===== config.mk =====
export PLATFORM = sky130hd
export DESIGN_NAME = ohmmeter_e24_color_bands
export DESIGN_NICKNAME = d
export VERILOG_FILES = /design/src/rtl/core/ohm_pkg.sv /design/src/rtl/core/ohmmeter_e24_color_bands.sv /design/src/rtl/core/ohm_mul.sv /design/src/rtl/core/ohm_div.sv /design/src/rtl/core/ohm_e24.sv
export SDC_FILE = /design/constraint.sdc
export NUM_CORES = 2
export LEC_CHECK = 0
export CELL_PAD_IN_SITES_DETAIL_PLACEMENT = 0
export CELL_PAD_IN_SITES_GLOBAL_PLACEMENT = 2
export CORE_MARGIN = 2
export CORE_UTILIZATION = 42
export DETAILED_ROUTE_END_ITERATION = 10
export DONT_BUFFER_PORTS = 1
export PLACE_DENSITY_LB_ADDON = 0.1
export SETUP_SLACK_MARGIN = 0.3
export SYNTH_ARGS = -nofsm -noshare
export SYNTH_HDL_FRONTEND = slang
export SYNTH_SLANG_ARGS = --single-unit

===== constraint.sdc =====
create_clock -name clk_i -period 8.81 [get_ports clk_i]
set_input_delay 1.762 -clock clk_i [delete_from_list [all_inputs] [get_ports clk_i]]
set_output_delay 1.762 -clock clk_i [all_outputs]
set_load 0.01 [all_outputs]

===== src/rtl/core/ohm_pkg.sv =====
// ----------------------------------------------------------------------------
// Ohmmeter package
// Widths, constants, E24 tables and shared types of the ohmmeter block.
// ----------------------------------------------------------------------------
package ohm_pkg;

  localparam int ADC_BITS    = 12;
  localparam int MAX_SAMPLES = 1024;
  localparam int CNT_W       = 11;
  localparam int SUM_W       = 22;
  localparam int KNOWN_W     = 20;
  localparam int SPAN_W      = CNT_W + ADC_BITS;
  localparam int DEN_W       = 22;
  localparam int PROD_W      = KNOWN_W + SUM_W;
  localparam int FRAC_W      = 8;
  localparam int NUM_W       = PROD_W + FRAC_W;
  localparam int QUO_W       = 36;
  localparam int OHMS_W      = 27;
  localparam int MANT_W      = 7;
  localparam int SCALE_W     = 20;
  localparam int BAND_W      = 4;
  localparam int MULT_W      = 3;
  localparam int IDX_W       = 5;
  localparam int E24_COUNT   = 24;
  localparam int DECADES     = 7;
  localparam int MUL_CNT_W   = $clog2(KNOWN_W);
  localparam int DIV_CNT_W   = $clog2(NUM_W);

  localparam logic [KNOWN_W-1:0] KNOWN_RESET = 20'd67000;
  localparam logic [CNT_W-1:0]   SPR_RESET   = 11'd500;
  localparam logic [OHMS_W-1:0]  OHMS_LIMIT  = 27'd100000000;

  typedef enum logic [0:0] {
    CFG_KNOWN_OHMS,
    CFG_SAMPLES_PER_READING
  } cfg_idx_e;

  typedef struct packed {
    logic [OHMS_W-1:0] nearest;
    logic [BAND_W-1:0] first;
    logic [BAND_W-1:0] second;
    logic [MULT_W-1:0] mult;
  } e24_res_t;

  function automatic logic [MANT_W-1:0] e24_mantissa(input logic [IDX_W-1:0] idx);
    logic [MANT_W-1:0] m;
    case (idx)
      5'd0:    m = 7'd10;
      5'd1:    m = 7'd11;
      5'd2:    m = 7'd12;
      5'd3:    m = 7'd13;
      5'd4:    m = 7'd15;
      5'd5:    m = 7'd16;
      5'd6:    m = 7'd18;
      5'd7:    m = 7'd20;
      5'd8:    m = 7'd22;
      5'd9:    m = 7'd24;
      5'd10:   m = 7'd27;
      5'd11:   m = 7'd30;
      5'd12:   m = 7'd33;
      5'd13:   m = 7'd36;
      5'd14:   m = 7'd39;
      5'd15:   m = 7'd43;
      5'd16:   m = 7'd47;
      5'd17:   m = 7'd51;
      5'd18:   m = 7'd56;
      5'd19:   m = 7'd62;
      5'd20:   m = 7'd68;
      5'd21:   m = 7'd75;
      5'd22:   m = 7'd82;
      5'd23:   m = 7'd91;
      default: m = 7'd0;
    endcase
    return m;
  endfunction

  function automatic logic [BAND_W-1:0] e24_tens(input logic [IDX_W-1:0] idx);
    logic [BAND_W-1:0] t;
    case (idx)
      5'd0, 5'd1, 5'd2, 5'd3, 5'd4, 5'd5, 5'd6:  t = 4'd1;
      5'd7, 5'd8, 5'd9, 5'd10:                  t = 4'd2;
      5'd11, 5'd12, 5'd13, 5'd14:               t = 4'd3;
      5'd15, 5'd16:                             t = 4'd4;
      5'd17, 5'd18:                             t = 4'd5;
      5'd19, 5'd20:                             t = 4'd6;
      5'd21:                                    t = 4'd7;
      5'd22:                                    t = 4'd8;
      5'd23:                                    t = 4'd9;
      default:                                  t = 4'd0;
    endcase
    return t;
  endfunction

  function automatic logic [BAND_W-1:0] e24_units(input logic [IDX_W-1:0] idx);
    logic [BAND_W-1:0] u;
    case (idx)
      5'd0, 5'd7, 5'd11:           u = 4'd0;
      5'd1, 5'd17, 5'd23:          u = 4'd1;
      5'd2, 5'd8, 5'd19, 5'd22:    u = 4'd2;
      5'd3, 5'd12, 5'd15:          u = 4'd3;
      5'd9:                        u = 4'd4;
      5'd4, 5'd21:                 u = 4'd5;
      5'd5, 5'd13, 5'd18:          u = 4'd6;
      5'd10, 5'd16:                u = 4'd7;
      5'd6, 5'd20:                 u = 4'd8;
      5'd14:                       u = 4'd9;
      default:                     u = 4'd0;
    endcase
    return u;
  endfunction

  function automatic logic [SCALE_W-1:0] decade_scale(input logic [MULT_W-1:0] m);
    logic [SCALE_W-1:0] s;
    case (m)
      3'd0:    s = 20'd1;
      3'd1:    s = 20'd10;
      3'd2:    s = 20'd100;
      3'd3:    s = 20'd1000;
      3'd4:    s = 20'd10000;
      3'd5:    s = 20'd100000;
      3'd6:    s = 20'd1000000;
      default: s = 20'd0;
    endcase
    return s;
  endfunction

endpackage


===== src/rtl/core/ohmmeter_e24_color_bands.sv =====
// ----------------------------------------------------------------------------
// Ohmmeter with E24 colour bands
// A sample that does not end a reading is taken while the block is idle. The
// last sample of a reading stalls the input through the arithmetic (a 20-step
// multiplier, then a 50-step divider) and an E24 search, so its word appears
// once the output register is free, and the next sample can follow in the
// cycle after that. Reset clears the accumulator and loads known_ohms 67000
// and samples_per_reading 500.
// ----------------------------------------------------------------------------
module ohmmeter_e24_color_bands (
  input  logic                         clk_i,
  input  logic                         rst_ni,
  input  logic                         cfg_valid_i,
  output logic                         cfg_ready_o,
  input  ohm_pkg::cfg_idx_e            cfg_index_i,
  input  logic [ohm_pkg::KNOWN_W-1:0]  cfg_data_i,
  input  logic                         in_valid_i,
  output logic                         in_stall_o,
  input  logic [ohm_pkg::ADC_BITS-1:0] adc_sample_i,
  output logic                         out_valid_o,
  input  logic                         out_stall_i,
  output logic [ohm_pkg::ADC_BITS-1:0] average_code_o,
  output logic [ohm_pkg::OHMS_W-1:0]   measured_ohms_o,
  output logic [ohm_pkg::OHMS_W-1:0]   nearest_standard_ohms_o,
  output logic [ohm_pkg::BAND_W-1:0]   first_band_o,
  output logic [ohm_pkg::BAND_W-1:0]   second_band_o,
  output logic [ohm_pkg::MULT_W-1:0]   multiplier_band_o,
  output logic                         over_range_o
);
  import ohm_pkg::*;

  localparam logic [2:0] ST_IDLE = 3'd0;
  localparam logic [2:0] ST_PREP = 3'd1;
  localparam logic [2:0] ST_MUL  = 3'd2;
  localparam logic [2:0] ST_DIV  = 3'd3;
  localparam logic [2:0] ST_FIN  = 3'd4;
  localparam logic [2:0] ST_SRCH = 3'd5;
  localparam logic [2:0] ST_HOLD = 3'd6;

  localparam int OHMS_WIDE_W = QUO_W + 1 - FRAC_W;

  logic [2:0]         state_q;
  logic [KNOWN_W-1:0] known_q;
  logic [CNT_W-1:0]   spr_q;
  logic [SUM_W-1:0]   sum_q;
  logic [CNT_W-1:0]   cnt_q;
  logic [SUM_W-1:0]   fin_sum_q;
  logic [CNT_W-1:0]   fin_cnt_q;
  logic [DEN_W-1:0]   den_q;
  logic               pre_over_q;

  logic               out_valid_q;
  logic [ADC_BITS-1:0] avg_out_q;
  logic [OHMS_W-1:0]  ohms_q;
  logic               over_q;
  logic [OHMS_W-1:0]  ohms_out_q;
  logic               over_out_q;
  e24_res_t           e24_out_q;

  logic [CNT_W-1:0]   reading_len;
  logic [CNT_W-1:0]   cnt_inc;
  logic [SUM_W-1:0]   sum_inc;
  logic               in_acc;
  logic               completes;
  logic [SPAN_W-1:0]  span;
  logic [SPAN_W-1:0]  den_full;
  logic               pre_over;
  logic [NUM_W-1:0]   avg_num;
  logic [DEN_W-1:0]   avg_den;

  logic               mul_start;
  logic               mul_done;
  logic [PROD_W-1:0]  mul_prod;
  logic               res_start;
  logic               res_done;
  logic [QUO_W-1:0]   res_quo;
  logic               res_ovf;
  logic               avg_done;
  logic [QUO_W-1:0]   avg_quo;
  logic               avg_ovf;
  logic               e24_start;
  logic               e24_done;
  e24_res_t           e24_res;

  logic [QUO_W:0]       q_round;
  logic [OHMS_WIDE_W-1:0] ohms_wide;
  logic                 sat;
  logic [QUO_W-1:0]     search_q;
  logic                 out_load;

  assign cfg_ready_o = 1'b1;
  assign in_stall_o  = state_q != ST_IDLE;
  assign in_acc      = in_valid_i && !in_stall_o;

  always_comb begin
    if (spr_q == '0) begin
      reading_len = CNT_W'(1);
    end else if (spr_q > CNT_W'(MAX_SAMPLES)) begin
      reading_len = CNT_W'(MAX_SAMPLES);
    end else begin
      reading_len = spr_q;
    end
  end

  assign cnt_inc   = cnt_q + 1'b1;
  assign sum_inc   = sum_q + SUM_W'(adc_sample_i);
  assign completes = cnt_inc >= reading_len;

  assign span     = {fin_cnt_q, ADC_BITS'(0)} - SPAN_W'(fin_cnt_q);
  assign pre_over = SPAN_W'(fin_sum_q) >= span;
  assign den_full = span - SPAN_W'(fin_sum_q);
  assign avg_num  = NUM_W'({fin_sum_q, 1'b0}) + NUM_W'(fin_cnt_q);
  assign avg_den  = DEN_W'({fin_cnt_q, 1'b0});

  assign mul_start = state_q == ST_PREP;
  assign res_start = (state_q == ST_MUL) && mul_done;
  assign e24_start = state_q == ST_FIN;

  assign q_round   = {1'b0, res_quo} + (QUO_W + 1)'(1 << (FRAC_W - 1));
  assign ohms_wide = q_round[QUO_W:FRAC_W];
  assign sat       = pre_over_q || res_ovf || (ohms_wide > OHMS_WIDE_W'(OHMS_LIMIT));
  assign search_q  = sat ? QUO_W'({OHMS_LIMIT, FRAC_W'(0)}) : res_quo;

  assign out_load = (state_q == ST_HOLD) && (!out_valid_q || !out_stall_i);

  ohm_mul u_mul (
    .clk_i   (clk_i),
    .rst_ni  (rst_ni),
    .start_i (mul_start),
    .a_i     (known_q),
    .b_i     (fin_sum_q),
    .done_o  (mul_done),
    .prod_o  (mul_prod)
  );

  ohm_div u_res_div (
    .clk_i   (clk_i),
    .rst_ni  (rst_ni),
    .start_i (res_start),
    .num_i   ({mul_prod, FRAC_W'(0)}),
    .den_i   (den_q),
    .done_o  (res_done),
    .quo_o   (res_quo),
    .ovf_o   (res_ovf)
  );

  ohm_div u_avg_div (
    .clk_i   (clk_i),
    .rst_ni  (rst_ni),
    .start_i (mul_start),
    .num_i   (avg_num),
    .den_i   (avg_den),
    .done_o  (avg_done),
    .quo_o   (avg_quo),
    .ovf_o   (avg_ovf)
  );

  ohm_e24 u_e24 (
    .clk_i   (clk_i),
    .rst_ni  (rst_ni),
    .start_i (e24_start),
    .q_i     (search_q),
    .done_o  (e24_done),
    .res_o   (e24_res)
  );

  always_ff @(posedge clk_i or negedge rst_ni) begin
    if (!rst_ni) begin
      known_q <= KNOWN_RESET;
      spr_q   <= SPR_RESET;
    end else if (cfg_valid_i && cfg_ready_o) begin
      case (cfg_index_i)
        CFG_KNOWN_OHMS:          known_q <= cfg_data_i;
        CFG_SAMPLES_PER_READING: spr_q   <= cfg_data_i[CNT_W-1:0];
        default: ;
      endcase
    end
  end

  always_ff @(posedge clk_i or negedge rst_ni) begin
    if (!rst_ni) begin
      state_q     <= ST_IDLE;
      sum_q       <= '0;
      cnt_q       <= '0;
      out_valid_q <= 1'b0;
    end else begin
      if (out_valid_q && !out_stall_i && !out_load) begin
        out_valid_q <= 1'b0;
      end
      case (state_q)
        ST_IDLE: begin
          if (in_acc) begin
            if (completes) begin
              sum_q   <= '0;
              cnt_q   <= '0;
              state_q <= ST_PREP;
            end else begin
              sum_q <= sum_inc;
              cnt_q <= cnt_inc;
            end
          end
        end
        ST_PREP: begin
          state_q <= ST_MUL;
        end
        ST_MUL: begin
          if (mul_done) begin
            state_q <= ST_DIV;
          end
        end
        ST_DIV: begin
          if (res_done) begin
            state_q <= ST_FIN;
          end
        end
        ST_FIN: begin
          state_q <= ST_SRCH;
        end
        ST_SRCH: begin
          if (e24_done) begin
            state_q <= ST_HOLD;
          end
        end
        ST_HOLD: begin
          if (out_load) begin
            out_valid_q <= 1'b1;
            state_q     <= ST_IDLE;
          end
        end
        default: begin
          state_q <= ST_IDLE;
        end
      endcase
    end
  end

  always_ff @(posedge clk_i) begin
    if (in_acc && completes) begin
      fin_sum_q <= sum_inc;
      fin_cnt_q <= cnt_inc;
    end
    if (state_q == ST_PREP) begin
      den_q      <= den_full[DEN_W-1:0];
      pre_over_q <= pre_over;
    end
    if (state_q == ST_FIN) begin
      ohms_q <= sat ? OHMS_LIMIT : ohms_wide[OHMS_W-1:0];
      over_q <= sat;
    end
    if (out_load) begin
      avg_out_q  <= avg_quo[ADC_BITS-1:0];
      ohms_out_q <= ohms_q;
      over_out_q <= over_q;
      e24_out_q  <= e24_res;
    end
  end

  assign out_valid_o             = out_valid_q;
  assign average_code_o          = avg_out_q;
  assign measured_ohms_o         = ohms_out_q;
  assign nearest_standard_ohms_o = e24_out_q.nearest;
  assign first_band_o            = e24_out_q.first;
  assign second_band_o           = e24_out_q.second;
  assign multiplier_band_o       = e24_out_q.mult;
  assign over_range_o            = over_out_q;

  a_cnt_bound: assert property (@(posedge clk_i) disable iff (!rst_ni)
    cnt_q < CNT_W'(MAX_SAMPLES))
    else $error("sample count reached the maximum reading length");

  a_avg_fits: assert property (@(posedge clk_i) disable iff (!rst_ni)
    avg_done |-> !avg_ovf && (avg_quo[QUO_W-1:ADC_BITS] == '0))
    else $error("average code overflowed its width");

  a_over_sat: assert property (@(posedge clk_i) disable iff (!rst_ni)
    out_valid_o && over_range_o |-> measured_ohms_o == OHMS_LIMIT)
    else $error("over range flagged without saturated resistance");

  a_mul_seq: assert property (@(posedge clk_i) disable iff (!rst_ni)
    mul_done |-> state_q == ST_MUL)
    else $error("multiplier finished outside the multiply phase");

  a_e24_seq: assert property (@(posedge clk_i) disable iff (!rst_ni)
    e24_done |-> state_q == ST_SRCH)
    else $error("E24 search finished outside the search phase");

endmodule


===== src/rtl/core/ohm_mul.sv =====
// ----------------------------------------------------------------------------
// Serial multiplier
// Shift-add multiplier taking one bit of the reference value per cycle.
// ----------------------------------------------------------------------------
module ohm_mul (
  input  logic                       clk_i,
  input  logic                       rst_ni,
  input  logic                       start_i,
  input  logic [ohm_pkg::KNOWN_W-1:0] a_i,
  input  logic [ohm_pkg::SUM_W-1:0]   b_i,
  output logic                       done_o,
  output logic [ohm_pkg::PROD_W-1:0]  prod_o
);
  import ohm_pkg::*;

  logic                 busy_q;
  logic                 done_q;
  logic [MUL_CNT_W-1:0] cnt_q;
  logic [KNOWN_W-1:0]   a_q;
  logic [PROD_W-1:0]    b_q;
  logic [PROD_W-1:0]    acc_q;
  logic                 last_step;

  assign last_step = cnt_q == MUL_CNT_W'(KNOWN_W - 1);

  always_ff @(posedge clk_i or negedge rst_ni) begin
    if (!rst_ni) begin
      busy_q <= 1'b0;
      done_q <= 1'b0;
      cnt_q  <= '0;
    end else begin
      done_q <= !start_i && busy_q && last_step;
      if (start_i) begin
        busy_q <= 1'b1;
        cnt_q  <= '0;
      end else if (busy_q) begin
        cnt_q <= cnt_q + 1'b1;
        if (last_step) begin
          busy_q <= 1'b0;
        end
      end
    end
  end

  always_ff @(posedge clk_i) begin
    if (start_i) begin
      a_q   <= a_i;
      b_q   <= PROD_W'(b_i);
      acc_q <= '0;
    end else if (busy_q) begin
      if (a_q[0]) begin
        acc_q <= acc_q + b_q;
      end
      a_q <= a_q >> 1;
      b_q <= b_q << 1;
    end
  end

  assign done_o = done_q;
  assign prod_o = acc_q;

endmodule


===== src/rtl/core/ohm_div.sv =====
// ----------------------------------------------------------------------------
// Serial divider
// Restoring divider producing one quotient bit per cycle, with a sticky flag
// for quotient bits lost off the top of the quotient register.
// ----------------------------------------------------------------------------
module ohm_div (
  input  logic                      clk_i,
  input  logic                      rst_ni,
  input  logic                      start_i,
  input  logic [ohm_pkg::NUM_W-1:0] num_i,
  input  logic [ohm_pkg::DEN_W-1:0] den_i,
  output logic                      done_o,
  output logic [ohm_pkg::QUO_W-1:0] quo_o,
  output logic                      ovf_o
);
  import ohm_pkg::*;

  logic                 busy_q;
  logic                 done_q;
  logic [DIV_CNT_W-1:0] cnt_q;
  logic [NUM_W-1:0]     num_q;
  logic [DEN_W-1:0]     den_q;
  logic [DEN_W-1:0]     rem_q;
  logic [QUO_W-1:0]     quo_q;
  logic                 ovf_q;
  logic [DEN_W:0]       trial;
  logic [DEN_W+1:0]     diff;
  logic                 fits;
  logic                 last_step;

  assign trial     = {rem_q, num_q[NUM_W-1]};
  assign diff      = {1'b0, trial} - {2'b00, den_q};
  assign fits      = !diff[DEN_W+1];
  assign last_step = cnt_q == DIV_CNT_W'(NUM_W - 1);

  always_ff @(posedge clk_i or negedge rst_ni) begin
    if (!rst_ni) begin
      busy_q <= 1'b0;
      done_q <= 1'b0;
      cnt_q  <= '0;
    end else begin
      done_q <= !start_i && busy_q && last_step;
      if (start_i) begin
        busy_q <= 1'b1;
        cnt_q  <= '0;
      end else if (busy_q) begin
        cnt_q <= cnt_q + 1'b1;
        if (last_step) begin
          busy_q <= 1'b0;
        end
      end
    end
  end

  always_ff @(posedge clk_i) begin
    if (start_i) begin
      num_q <= num_i;
      den_q <= den_i;
      rem_q <= '0;
      quo_q <= '0;
      ovf_q <= 1'b0;
    end else if (busy_q) begin
      rem_q <= fits ? diff[DEN_W-1:0] : trial[DEN_W-1:0];
      quo_q <= {quo_q[QUO_W-2:0], fits};
      ovf_q <= ovf_q | quo_q[QUO_W-1];
      num_q <= num_q << 1;
    end
  end

  assign done_o = done_q;
  assign quo_o  = quo_q;
  assign ovf_o  = ovf_q;

endmodule


===== src/rtl/core/ohm_e24.sv =====
// ----------------------------------------------------------------------------
// E24 search
// Walks the E24 values in ascending order, one candidate per cycle, and keeps
// the closest one to the fixed-point resistance. Ties keep the lower value.
// ----------------------------------------------------------------------------
module ohm_e24 (
  input  logic                      clk_i,
  input  logic                      rst_ni,
  input  logic                      start_i,
  input  logic [ohm_pkg::QUO_W-1:0] q_i,
  output logic                      done_o,
  output ohm_pkg::e24_res_t         res_o
);
  import ohm_pkg::*;

  logic              busy_q;
  logic              issue_q;
  logic              done_q;
  logic [IDX_W-1:0]  j_q;
  logic [MULT_W-1:0] m_q;
  logic              cand_vld_q;
  logic              cand_last_q;
  logic [OHMS_W-1:0] cand_v_q;
  logic [IDX_W-1:0]  cand_j_q;
  logic [MULT_W-1:0] cand_m_q;
  logic [QUO_W-1:0]  q_q;
  logic [QUO_W-1:0]  best_diff_q;
  logic [OHMS_W-1:0] best_v_q;
  logic [IDX_W-1:0]  best_j_q;
  logic [MULT_W-1:0] best_m_q;

  logic              last_issue;
  logic              last_mant;
  logic [OHMS_W-1:0] mant_ext;
  logic [OHMS_W-1:0] scale_ext;
  logic [OHMS_W-1:0] cand_v_d;
  logic [QUO_W-1:0]  cand_vq;
  logic              q_ge;
  logic [QUO_W-1:0]  diff;
  logic              better;
  logic              finish;

  assign last_mant  = j_q == IDX_W'(E24_COUNT - 1);
  assign last_issue = last_mant && (m_q == MULT_W'(DECADES - 1));
  assign mant_ext   = OHMS_W'(e24_mantissa(j_q));
  assign scale_ext  = OHMS_W'(decade_scale(m_q));
  assign cand_v_d   = mant_ext * scale_ext;

  assign cand_vq = QUO_W'({cand_v_q, FRAC_W'(0)});
  assign q_ge    = q_q >= cand_vq;
  assign diff    = q_ge ? (q_q - cand_vq) : (cand_vq - q_q);
  assign better  = diff < best_diff_q;
  assign finish  = cand_vld_q && (!q_ge || (q_q == cand_vq) || cand_last_q);

  always_ff @(posedge clk_i or negedge rst_ni) begin
    if (!rst_ni) begin
      busy_q     <= 1'b0;
      issue_q    <= 1'b0;
      done_q     <= 1'b0;
      cand_vld_q <= 1'b0;
      j_q        <= '0;
      m_q        <= '0;
    end else begin
      done_q <= !start_i && busy_q && finish;
      if (start_i) begin
        busy_q     <= 1'b1;
        issue_q    <= 1'b1;
        cand_vld_q <= 1'b0;
        j_q        <= '0;
        m_q        <= '0;
      end else if (busy_q) begin
        if (finish) begin
          busy_q     <= 1'b0;
          issue_q    <= 1'b0;
          cand_vld_q <= 1'b0;
        end else begin
          cand_vld_q <= issue_q;
          if (issue_q) begin
            if (last_issue) begin
              issue_q <= 1'b0;
            end
            if (last_mant) begin
              j_q <= '0;
              m_q <= m_q + 1'b1;
            end else begin
              j_q <= j_q + 1'b1;
            end
          end
        end
      end
    end
  end

  always_ff @(posedge clk_i) begin
    if (start_i) begin
      q_q         <= q_i;
      best_diff_q <= '1;
    end else if (busy_q) begin
      if (issue_q) begin
        cand_v_q    <= cand_v_d;
        cand_j_q    <= j_q;
        cand_m_q    <= m_q;
        cand_last_q <= last_issue;
      end
      if (cand_vld_q && better) begin
        best_diff_q <= diff;
        best_v_q    <= cand_v_q;
        best_j_q    <= cand_j_q;
        best_m_q    <= cand_m_q;
      end
    end
  end

  assign done_o         = done_q;
  assign res_o.nearest  = best_v_q;
  assign res_o.first    = e24_tens(best_j_q);
  assign res_o.second   = e24_units(best_j_q);
  assign res_o.mult     = best_m_q;

endmodule


==> results.md <==
Status:
- The flow ran to the end, and the final reports show no timing, DRC or antenna violations.

Worst setup path:
- The signal on the critical path passes through ha_1, a2111oi_0, o21ai_0, a31o_2, a211oi_1, o22a_1, mux2i_1, o221ai_1, a31oi_1, xnor2_1, ha_1, a21o_1, a21o_1, a21oi_1, nor2b_1, o21ai_0, a31oi_1, or3_1, a21o_1, nor2_4.
- The category of the worst setup path capture point is a register.
- The depth of the most critical reg-to-reg path is 20.
- In this design, the stage delay of the slowest critical-path cell is between 0.9 and 1 ns.
- The worst path buffer plus inverter count is 0.
- The worst setup path is of the reg -> reg kind.
- The worst setup path is launched from a register.
- Counting stages on the worst path, the most repeated cell is sky130_fd_sc_hd__a21o_1.
- The highest fanout seen on the critical path is 35.
- The arrival time of the worst setup path is 7.35 ns.
- Grouping stages by cell kind, the critical path spends the most delay in compound AO/OA/AOI/OAI gates.
- The capturing point of the worst reg2reg path is u_e24.best_j_q[3]$_DFFE_PP_.
- The critical path starts at u_e24.cand_v_q[4]$_DFFE_PP_.
- The slack of the worst reg-to-reg path is between 1.5 and 2 ns.
- The cell at the slowest stage of the critical path is sky130_fd_sc_hd__nor2_4.
- The startpoint of the worst-slack reg-to-reg timing path is u_e24.cand_v_q[4]$_DFFE_PP_.
- The critical path runs through a total of 20 cells.
- The critical path data required time is roughly 9.1 ns.
- The capture point of the worst path is u_e24.best_j_q[3]$_DFFE_PP_.

Finish:
- The post-route core utilization is 0.462.
- The antenna diode count is 0.
- The count of non-filler cells in the finished layout is 5749.
- The area growth from synthesis to layout is 9.57%.
- The count of nets after finishing is about 4800.
- Of the cells placed in the final design, the portion with a size suffix greater than 1 is 0.0562.
- After filler insertion, the fill cell instance count of the layout stands at around 9900.

Synthesis:
- The prevailing post-synth register cell is sky130_fd_sc_hd__edfxtp_1.
- Counting flops with an async set or reset pin after synthesis yields a share of 0.140.
- The count of yosys warnings during synthesis is 0.
- The commonest cells after synthesis are sky130_fd_sc_hd__nand2_1 (565), sky130_fd_sc_hd__edfxtp_1 (436), sky130_fd_sc_hd__nor2_1 (356), sky130_fd_sc_hd__inv_1 (352), sky130_fd_sc_hd__ha_1 (322).
- The cell accounting for the most synthesized area is sky130_fd_sc_hd__edfxtp_1.
- After technology mapping, the gate count stands at approximately 4400.
- The most common cell in the synthesized netlist is sky130_fd_sc_hd__nand2_1.
- Yosys attributes the largest share of cell area to sky130_fd_sc_hd__edfxtp_1 (31%), sky130_fd_sc_hd__ha_1 (9.4%), sky130_fd_sc_hd__dfxtp_1 (8.9%), sky130_fd_sc_hd__dfrtp_1 (5.2%), sky130_fd_sc_hd__nand2_1 (5.0%).
- The netlist uses 85 different library cells.
- The synthesized design contains 729 register bits.
- The portion of the post-synthesis area used by sequential elements is 0.456.
- The cell area after synthesis is around 0.043 mm².
- The net count after synthesis is ~4800.
- The area share of the leading cell type in the synthesized netlist is 0.306.
- The average instance in the mapped netlist occupies around 10 µm².
- The number of flops mapped to enable cells by yosys is approximately 440.

Clock tree:
- The H-tree was split into 3 levels.
- The number of buffers inserted during clock tree synthesis is 84.
- The CTS tree is done.
- The clock passes through at most 3 buffers.
- The post-cts repair resize count is 0.
- Clock tree synthesis selected as its root buffer the cell sky130_fd_sc_hd__clkbuf_16.
- After clock tree synthesis, the clock-pin slew on the worst setup and hold paths is roughly 0.060 ns.
- The cts-stage hold buffer count is 0.
- Buffers added to address setup during post-CTS repair amount to 0.
- The number of sinks handled by clock tree synthesis is 729.
- The clock latency on the worst-skew pair is between 0.6 and 0.7 ns.

Timing:
- The final hold slack is 0.411 ns.
- The time the final worst path needs with I/O delays and setup is 7.08 ns.
- The count of endpoints failing hold in the final timing report is 0.
- The count of final max-slew check failures is 0.
- Derived from the worst setup path, the maximum achievable clock frequency is between 0.1 and 0.15 GHz.
- The share of the cycle needed by the critical path after routing is 0.804.
- The worst setup skew after layout is ~0.029 ns.
- Headroom to the max-slew limit came out at 0.204.
- The sum of negative setup slack is 0 ns.
- The setup-violating endpoint count in the final report is 0.
- Setup repair after global routing left no endpoint under its margin.
- The slew at the pin closest to its max-slew limit is ~1.2 ns.

Route:
- Wires add up to 104 mm.
- The total vias in the final route is 29700.
- The iteration-0 DRC count of the detailed router is approximately 1600.
- In this run the remaining antenna-violating nets after routing total 0.
- The length of the first detailed-routing pass in iterations is 6.
- The post-detailed-route via-to-cell ratio is 5.17.
- After detailed routing, the number of remaining DRC violations is 0.
- The detail-routed net length per standard cell is roughly 18 µm.

Power:
- The design draws 0.0127 W.
- Power spread over the standard cell area amounts to around 270 mW/mm².
- The peak supply drop is around 0.16 mV.
- The cell leakage power is ~20 nW.

Global routing:
- The number of antenna violations at the first check in global routing came to 1.
- Entering global routing, the biggest net connects approximately 100 pins.
- Across every metal layer, demand over resource in global routing totals 0.201.
- The number of global-route vias before repair is 29700.
- The global route total overflow is 0.
- The wire length of the first global-routing pass is 167 mm.

Die:
- For this configuration, the core starts out at a cell density of 0.422.
- The number of standard-cell rows in the floorplan is approximately 120.
- The region available for standard cell placement spans a little over 0.1 mm².
- The die area is 0.104 mm².
- The die width is approximately 320 µm.
- Pin placement for this block handled between 100 and 150 I/O pins.
- From bottom edge to top edge, the die measures between 300 and 400 µm.

Place:
- The instance count after placement with tap cells included is 5591.
- The wire-length estimate of the detail-placed layout is about 74 mm.
- The global placer's final weighted congestion is 0.825.
- The count of buffers added on input and output ports is 0.

Hold path:
- The tightest min-delay check is of the reg -> reg type.

Flow run:
- Max-cap violations in this run came to 0.
==> layout make-up <==
type,instances,area [µm²],share of cell area
multi-input cells,3104,21300,0.454
clock buffers,99,2170,0.0463
flip-flops and latches,729,19500,0.416
inverters,357,1350,0.0288
well taps,1368,1710,0.0365
clock inverters,59,624,0.0133
repair buffers,33,248,0.00529
==> per-layer routing <==
metal | wire (µm) | track usage | vias up
li1 | - | - | 15100
met1 | 46500 | 0.258 | 14200
met2 | 51200 | 0.350 | 380
met3 | 3060 | 0.0266 | 137
met4 | 2920 | 0.0668 | 2
met5 | 13 | 0 | -
==> worst reg2reg max path, stage by stage (launching register included) <==
cell                        delay [ns]
sky130_fd_sc_hd__edfxtp_1         0.42
sky130_fd_sc_hd__ha_1             0.41
sky130_fd_sc_hd__a2111oi_0        0.67
sky130_fd_sc_hd__o21ai_0          0.31
sky130_fd_sc_hd__a31o_2           0.29
sky130_fd_sc_hd__a211oi_1         0.35
sky130_fd_sc_hd__o22a_1           0.70
sky130_fd_sc_hd__mux2i_1          0.32
sky130_fd_sc_hd__o221ai_1         0.22
sky130_fd_sc_hd__a31oi_1          0.26
sky130_fd_sc_hd__xnor2_1          0.13
sky130_fd_sc_hd__ha_1             0.21
sky130_fd_sc_hd__a21o_1           0.15
sky130_fd_sc_hd__a21o_1           0.17
sky130_fd_sc_hd__a21oi_1          0.14
sky130_fd_sc_hd__nor2b_1          0.05
sky130_fd_sc_hd__o21ai_0          0.17
sky130_fd_sc_hd__a31oi_1          0.10
sky130_fd_sc_hd__or3_1            0.36
sky130_fd_sc_hd__a21o_1           0.30
sky130_fd_sc_hd__nor2_4           0.93
==> layout by cell type (no fill, tap or decap), types with 41 or more instances in the layout <==
master,netlist,final
sky130_fd_sc_hd__mux2i_1,89,89
sky130_fd_sc_hd__inv_1,352,351
sky130_fd_sc_hd__nor2_1,356,355
sky130_fd_sc_hd__nor2b_1,49,48
sky130_fd_sc_hd__dfxtp_1,191,191
sky130_fd_sc_hd__xnor2_1,153,153
sky130_fd_sc_hd__a21oi_1,297,294
sky130_fd_sc_hd__nor3_1,44,44
sky130_fd_sc_hd__and2_1,92,92
sky130_fd_sc_hd__nand2b_1,61,59
sky130_fd_sc_hd__nand3_1,74,74
sky130_fd_sc_hd__clkbuf_16,0,84
sky130_fd_sc_hd__xor2_1,71,71
sky130_fd_sc_hd__a21o_1,97,97
sky130_fd_sc_hd__dfrtp_1,89,87
sky130_fd_sc_hd__o21ai_0,262,261
sky130_fd_sc_hd__ha_1,322,322
sky130_fd_sc_hd__nand2_1,565,564
sky130_fd_sc_hd__fa_1,82,82
sky130_fd_sc_hd__edfxtp_1,436,436
sky130_fd_sc_hd__nand4_1,41,41
==> per-stage QoR <==
| step | worst slack [ns] | cell area (µm²) |
|---|---|---|
| floorplan | 2.41 | 42800 |
| global placement | 1.91 | 44000 |
| detailed placement | 1.81 | 44000 |
| CTS | 1.78 | 46800 |
| global route | 1.15 | 46800 |
| finish | 1.73 | 46800 |
==> where the power goes <==
group	switching, W	internal (W)	total, W
sequential	0.000491	0.00459	0.00508
clock	0.00148	0.00205	0.00353
combinational	0.00235	0.00174	0.00409
==> kinds of logic after synthesis <==
kind of cell    Yosys count  synth area share
mux                     127            0.0311
compound gates          945             0.136
xor+xnor                224            0.0459
buf+inv                 541            0.0487
fa+ha+maj               404             0.133
other cells               1         0.0000877
flops                   729             0.456
simple gates           1403             0.150
==> flip-flops by register name, summed over array words and instances, names as in the netlist, 22 cells and up <==
| signal | cells |
|---|---|
| u_res_div.den_q | 22 |
| measured_ohms_o | 27 |
| u_avg_div.rem_q | 22 |
| u_avg_div.num_q | 50 |
| nearest_standard_ohms_o | 27 |
| u_res_div.num_q | 42 |
| u_mul.prod_o | 42 |
| u_e24.best_diff_q | 36 |
| den_q | 22 |
| sum_q | 22 |
| fin_sum_q | 22 |
| u_e24.q_q | 36 |
| u_mul.b_q | 42 |
| u_res_div.rem_q | 22 |
| u_e24.cand_v_q | 27 |
| ohms_q | 27 |
| u_res_div.quo_o | 36 |
| u_e24.best_v_q | 27 |
==> worst min path at each step <==
stage / start / end / depth (start not counted)
global placement: den_q[4]$_DFFE_PP_ / u_res_div.den_q[4]$_DFFE_PP_ / 0
floorplan: ohms_q[0]$_SDFFCE_PP0P_ / measured_ohms_o[0]$_DFFE_PP_ / 0
finish: den_q[21]$_DFFE_PP_ / u_res_div.den_q[21]$_DFFE_PP_ / 0
global route: den_q[21]$_DFFE_PP_ / u_res_div.den_q[21]$_DFFE_PP_ / 0
CTS: den_q[21]$_DFFE_PP_ / u_res_div.den_q[21]$_DFFE_PP_ / 0
detailed placement: over_q$_DFFE_PP_ / over_range_o$_DFFE_PP_ / 0
(Power assumes the default switching activity.)
